## config.mk

```make
export PLATFORM = sky130hd
export DESIGN_NAME = bc_mul
export DESIGN_NICKNAME = d
export VERILOG_FILES = /design/src/bc_pkg.sv /design/src/bc_mul.sv
export SDC_FILE = /design/constraint.sdc
export NUM_CORES = 2
export LEC_CHECK = 0
export BUFFER_PORTS_ARGS = -buffer_cell sky130_fd_sc_hd__clkbuf_2
export CORE_ASPECT_RATIO = 0.9
export CORE_UTILIZATION = 28
export CTS_CLUSTER_SIZE = 14
export DETAILED_ROUTE_END_ITERATION = 8
export GPL_TIMING_DRIVEN = 0
export PLACE_DENSITY = 0.46
export SYNTH_ARGS = -nofsm -noshare
export SYNTH_HDL_FRONTEND = slang
export SYNTH_SLANG_ARGS = --single-unit
```

## constraint.sdc

```tcl
create_clock -name clk -period 12.8 [get_ports clk]
set_input_delay 0.64 -clock clk [delete_from_list [all_inputs] [get_ports clk]]
set_output_delay 0.64 -clock clk [all_outputs]
set_load 0.01 [all_outputs]
```

## src/bc_pkg.sv

```systemverilog
// Shared constants for the barycentric weight pipeline.
package bc_pkg;

	localparam int COORD_WIDTH      = 16;
	localparam int WEIGHT_FRAC_BITS = 16;
	localparam int INT_BITS         = 4;

	localparam int EDGE_W = COORD_WIDTH + 1;
	localparam int DOT_W  = 2 * EDGE_W + 2;
	localparam int PROD_W = 2 * DOT_W;
	localparam int NUM_W  = PROD_W + 1;
	localparam int QUO_W  = NUM_W + WEIGHT_FRAC_BITS;

endpackage

```

## src/bc_mul.sv

```systemverilog
// Three stage signed multiplier built from four half-width partial products.
module bc_mul #(
	parameter int W = bc_pkg::DOT_W
) (
	input  logic                  clk,
	input  logic                  en,
	input  logic signed [W-1:0]   a,
	input  logic signed [W-1:0]   b,
	output logic signed [2*W-1:0] p
);

	localparam int H = (W + 1) / 2;
	localparam int G = W - H;

	logic [W-1:0]     ma_s1, mb_s1;
	logic             neg_s1;
	logic [2*G-1:0]   hh_s2;
	logic [G+H-1:0]   hl_s2, lh_s2;
	logic [2*H-1:0]   ll_s2;
	logic             neg_s2;
	logic [2*W-1:0]   sum_c;
	logic signed [2*W-1:0] p_s3;

	assign sum_c = ((2*W)'(hh_s2) << (2*H)) + ((2*W)'(hl_s2) << H)
		+ ((2*W)'(lh_s2) << H) + (2*W)'(ll_s2);

	always_ff @(posedge clk) begin
		if (en) begin
			ma_s1  <= a[W-1] ? $unsigned(-a) : $unsigned(a);
			mb_s1  <= b[W-1] ? $unsigned(-b) : $unsigned(b);
			neg_s1 <= a[W-1] ^ b[W-1];
			hh_s2  <= (2*G)'(ma_s1[W-1:H]) * (2*G)'(mb_s1[W-1:H]);
			hl_s2  <= (G+H)'(ma_s1[W-1:H]) * (G+H)'(mb_s1[H-1:0]);
			lh_s2  <= (G+H)'(ma_s1[H-1:0]) * (G+H)'(mb_s1[W-1:H]);
			ll_s2  <= (2*H)'(ma_s1[H-1:0]) * (2*H)'(mb_s1[H-1:0]);
			neg_s2 <= neg_s1;
			p_s3   <= neg_s2 ? -$signed(sum_c) : $signed(sum_c);
		end
	end

	assign p = p_s3;

endmodule

```

Yosys cells after proc, flatten, opt, wreduce, memory -nomap -nowiden
Cells that the tools add are included.

storage, ports and cells
  input bits = 74
  output and inout bits = 72
  word-level logic and storage cells = 25
  bits in registers = 290

cells by class
  bitwise operators = 1
  add/subtract/negate cells = 6
  multiplexer cells = 3
  multipliers = 4

operators with widths
  kind                          number
  adder 72 x 54 -> 72 bit       2
  multiplier 18 x 18 -> 36 bit  4
  adder 72 x 36 -> 72 bit       1
  two-way mux 72 bit            1
  negator 36 bit                2
  negator 72 bit                1
  two-way mux 35 bit            2
  bitwise XOR 1 bit             1

Depth between registers and ports, before layout
  depth after elaboration = 5
  depth in mapped cells = 27
  depth with buffers taken out = 26

Worst setup path after synthesis
Ideal clock, no wire load.

  kind = reg2reg
  start = reg mb_s1[21]
  end = reg hh_s2[34], data pin
  arrival time = 6.650 ns
  period minus slack after synthesis = 6.916 ns
  path slack = 5.884 ns
  cell stages (with the launch flop) = 25
  data required time = 12.534 ns
  cell sequence = edfxtp_1 -> clkbuf_1 -> clkbuf_1 -> nand2_1 -> fa_1 -> fa_1 -> fa_1 -> inv_1 -> fa_1 -> fa_1 -> inv_1 -> fa_1 -> inv_1 -> ha_1 -> a21o_1 -> a21o_1 -> a2111oi_0 -> o21ai_0 -> o41ai_1 -> o211ai_1 -> a31oi_1 -> nor2b_1 -> o21a_1 -> o41ai_1 -> xnor2_1

between the ends
  longest elaborated chain between the ends = 1

RTL lines
  what                          line          RTL
  start: declaration            bc_mul.sv:15  logic [W-1:0] ma_s1, mb_s1;
  start signal: assignment      bc_mul.sv:30  mb_s1 <= b[W-1] ? $unsigned(-b) : $unsigned(b);
  multiplier 18 x 18 -> 36 bit  bc_mul.sv:32  hh_s2 <= (2*G)'(ma_s1[W-1:H]) * (2*G)'(mb_s1[W-1:H]);
  end signal: assignment        bc_mul.sv:32
  end: declaration              bc_mul.sv:17  logic [2*G-1:0] hh_s2;

No other way between the ends.
A chain may end at the register's enable or synchronous reset.

Final worst setup path
  start = reg mb_s1[23]
  end = reg hh_s2[34], data pin

The elaborated chain is that of the path after synthesis.

==> results.md <==
* Skew final at 0.0672 ns
* Register bit total from synthesis at 290
* Mean number of vias per cell at 4.79
* Vias in the first global route at roughly 45000
* Highest metal used: met5
* Number of clock buffers inserted by TritonCTS at 41
* Number of buffers between clock root and the deepest sink at 3
* Setup TNS at 0 ns
* DP Wirelength at 179000 microns
* Slew at the pin with the worst max-slew slack at 1.60 ns
* Synth unique cells at 90
* Drt initial violations at 3662
* Asr flop ratio synth at 0%
* Mean area per synthesized cell at 9.43 sq um
* Routed WL per cell at 24.1 microns
* Number of post-CTS setup repair buffers at 0
* Row count at 156
* Sink count of the clock tree at 290
* Length of the first detailed-routing pass in iterations at 9
* Relative slew slack at -6.71%
* Setup ws final at 3.18 ns
* Top-Level Pins at roughly 150
* Antenna violations before repair at between 40 and 50
* Remaining routing DRC violations at 30
* Count of hold-fix buffers inserted at cts at 0
* Area of the mapped netlist at ~57000 sq um
* Setup slack on the worst flop-to-flop path at between 3 and 4 ns
* Max-cap violations at 4
* Slowest library cell on the worst path: clkbuf_1
* Number of enable-type register cells in the synthesized netlist at 290
* Total cell area at the placement stage at roughly 61000 sq um
* Post-cts repair resize count at 0
* Data arrival at the endpoint of the critical path at approximately 10 ns
* Met2 layer wire length in the routed design at 95200 microns
* Setup repair after global routing missed its margin: no
* Proportion of layout cells with a drive suffix above 1 at 4.43%
* Synthesis-to-finish area growth at 9.82%
* Run status: finished with violations
* Final hold slack at 0.191 ns
* Largest net degree at the start of global routing at 112
* Data required time at the worst endpoint at 13.21 ns
* Largest area contributor in the synthesized netlist: fa_1
* CTS tree: done
* Core Box Area at between 200000 and 250000 sq um
* Seq/Total Area, Yosys at ~15%
* Count of final setup violators at 0
* Master cell of the clock root buffer: clkbuf_16
* Highest clock rate at 0.104 GHz
* Insertion delay to the later sink of the worst-skew pair at about 0.69 ns
* Most Frequent Cell on Critical Path: fa_1
* Count of yosys warnings during synthesis at 0
* RePlAce Congestion at 0.943
* Port Buffer Count at 143
* DIE HEIGHT at 431 microns
* Kind of end point of the critical path: flop
* H-tree lvl count at 2
* Pre-CTS WS at 3.45 ns
* Count of final max-slew check failures at 27
* Total wire length at 216000 microns
* Post-route clock period utilization at around three quarters
* Violations in the final reports: DRC, capacitance limit, slew limit
* Initial standard-cell utilization of the core at between 20% and 30%
* Commonest cells after routing, fill and taps aside: inv_1 (1250), fa_1 (1061), nand2_1 (878), and2_1 (572), ha_1 (479)
* Period minus WS final at 9.62 ns
* Primary flip-flop cell chosen by synthesis mapping: edfxtp_1
* Net count of the finished layout at 7864
* Post-CTS clock slew at the launch and capture registers of the worst setup and hold paths at 0.06 ns
* Post-route antenna net violation count at 0
* Area share of the largest cell type after synthesis at 37.2%
* WL met3 at 18100 microns
* Worst Path Max Fanout at 10
* Crit start category: flop
* Critical Path Max Stage Delay at 1.08 ns
* Endpoints failing hold at 0
* Post-route design area at around 63000 sq um
* Post-synthesis net count at 7675
* Total routing resource utilization after global routing at 21.2%
* Classification of the worst setup path: reg2reg
* Global-route congestion overflow total at 0
* Most common cell after layout, fill and taps aside: inv_1
* Worst hold path type: in2reg
* Die Footprint at between 200000 and 250000 sq um
* Worst-path cell chain: clkbuf_1 > clkbuf_1 > nand2_1 > fa_1 > fa_1 > fa_1 > inv_1 > fa_1 > fa_1 > inv_1 > fa_1 > inv_1 > ha_1 > a21o_1 > a21o_1 > a2111oi_0 > o21ai_0 > o41ai_1 > o211ai_1 > a31oi_1 > nor2b_1 > o21a_1 > o41ai_1 > xnor2_1
* First-pass GRT wire length at 315000 microns
* Routed vias at 43100
* Die span in x at between 400 and 500 microns
* Top cells by area in the synthesized netlist: fa_1 (37%), edfxtp_1 (15%), ha_1 (10%), inv_1 (8.2%), and2_1 (6.3%)
* Post-Synthesis Cells at just over 6000
* Met1 Routed Length at roughly 96000 microns
==> cell usage after synthesis (all sizes together), types with 62 or more instances <==
cell type and number:
a21oi 120, clkbuf 299, nand2 878, fa 1061, inv 1250, a21o 62
o21ai 129, and2 575, nor2 124, edfxtp 290, xnor2 234, ha 479
==> kinds of logic (layout without fill, tap and decap cells) <==
| group | Yosys count | in the layout | synth area share (%) |
|---|---|---|---|
| adders and majority gates | 1540 | 1540 | 47.7 |
| AOI/OAI and AO/OA | 538 | 538 | 6.32 |
| xor gates and xnor gates | 285 | 285 | 4.37 |
| other | 0 | 20 | 0 |
| muxes | 4 | 4 | 0.0723 |
| DFF | 290 | 290 | 15.2 |
| buffers and inverters | 1553 | 1773 | 10.4 |
| and+or+nand+nor | 1851 | 1851 | 16.0 |
==> cell type report <==
class                           count  area [sq um]
Timing Repair Buffer              146           795
Clock buffer                       43          1030
Buffer                            303          1230
Multi-Input combinational cell   4218         42500
Fill cell                       21400        139000
Clock inverter                     31           363
Inverter                         1250          4690
Antenna cell                       20          50.0
Tap cell                         2686          3360
Sequential cell                   290          8710
==> final timing paths <==
| kind | from | end | cells past startpoint |
|---|---|---|---|
| min | b[0] | mb_s1[0] | 1 |
| max | mb_s1[23] | hh_s2[34] | 24 |
| max reg2reg | mb_s1[23] | hh_s2[34] | 24 |
| min reg2reg | ll_s2[0] | p[0] | 0 |
==> critical path, delay by kind of cell (launching register included) <==
family          cells  cell delay [ns]
compound gates      9             3.00
xor+xnor            1             0.19
fa+ha+maj           7             3.44
buf+inv             5             2.13
flops               1             0.32
simple gates        2             0.26
==> per-stage QoR <==
step,instances,util [%]
4_1_cts,8966,31.1
5_1_grt,8968,31.1
6_report,8987,31.1
2_1_floorplan,6061,-
3_5_place_dp,8892,30.4
3_3_place_gp,8890,30.3
==> state kept, by name (all words and copies together) (netlist names) <==
name	flops
p	72
hh_s2	36
hl_s2	36
lh_s2	36
ll_s2	36
ma_s1	36
mb_s1	36
neg_s1	1
neg_s2	1
==> layer usage <==
metal / track usage, % / up-vias
met1: 29.4 / 22100
met3: 4.28 / 278
li1: - / 19000
met4: 6.56 / 20
met2: 33.2 / 1617
met5: 0 / -
Power is not shown: default switching activity piles up to over one toggle a cycle in this logic, so the estimate is an artifact.
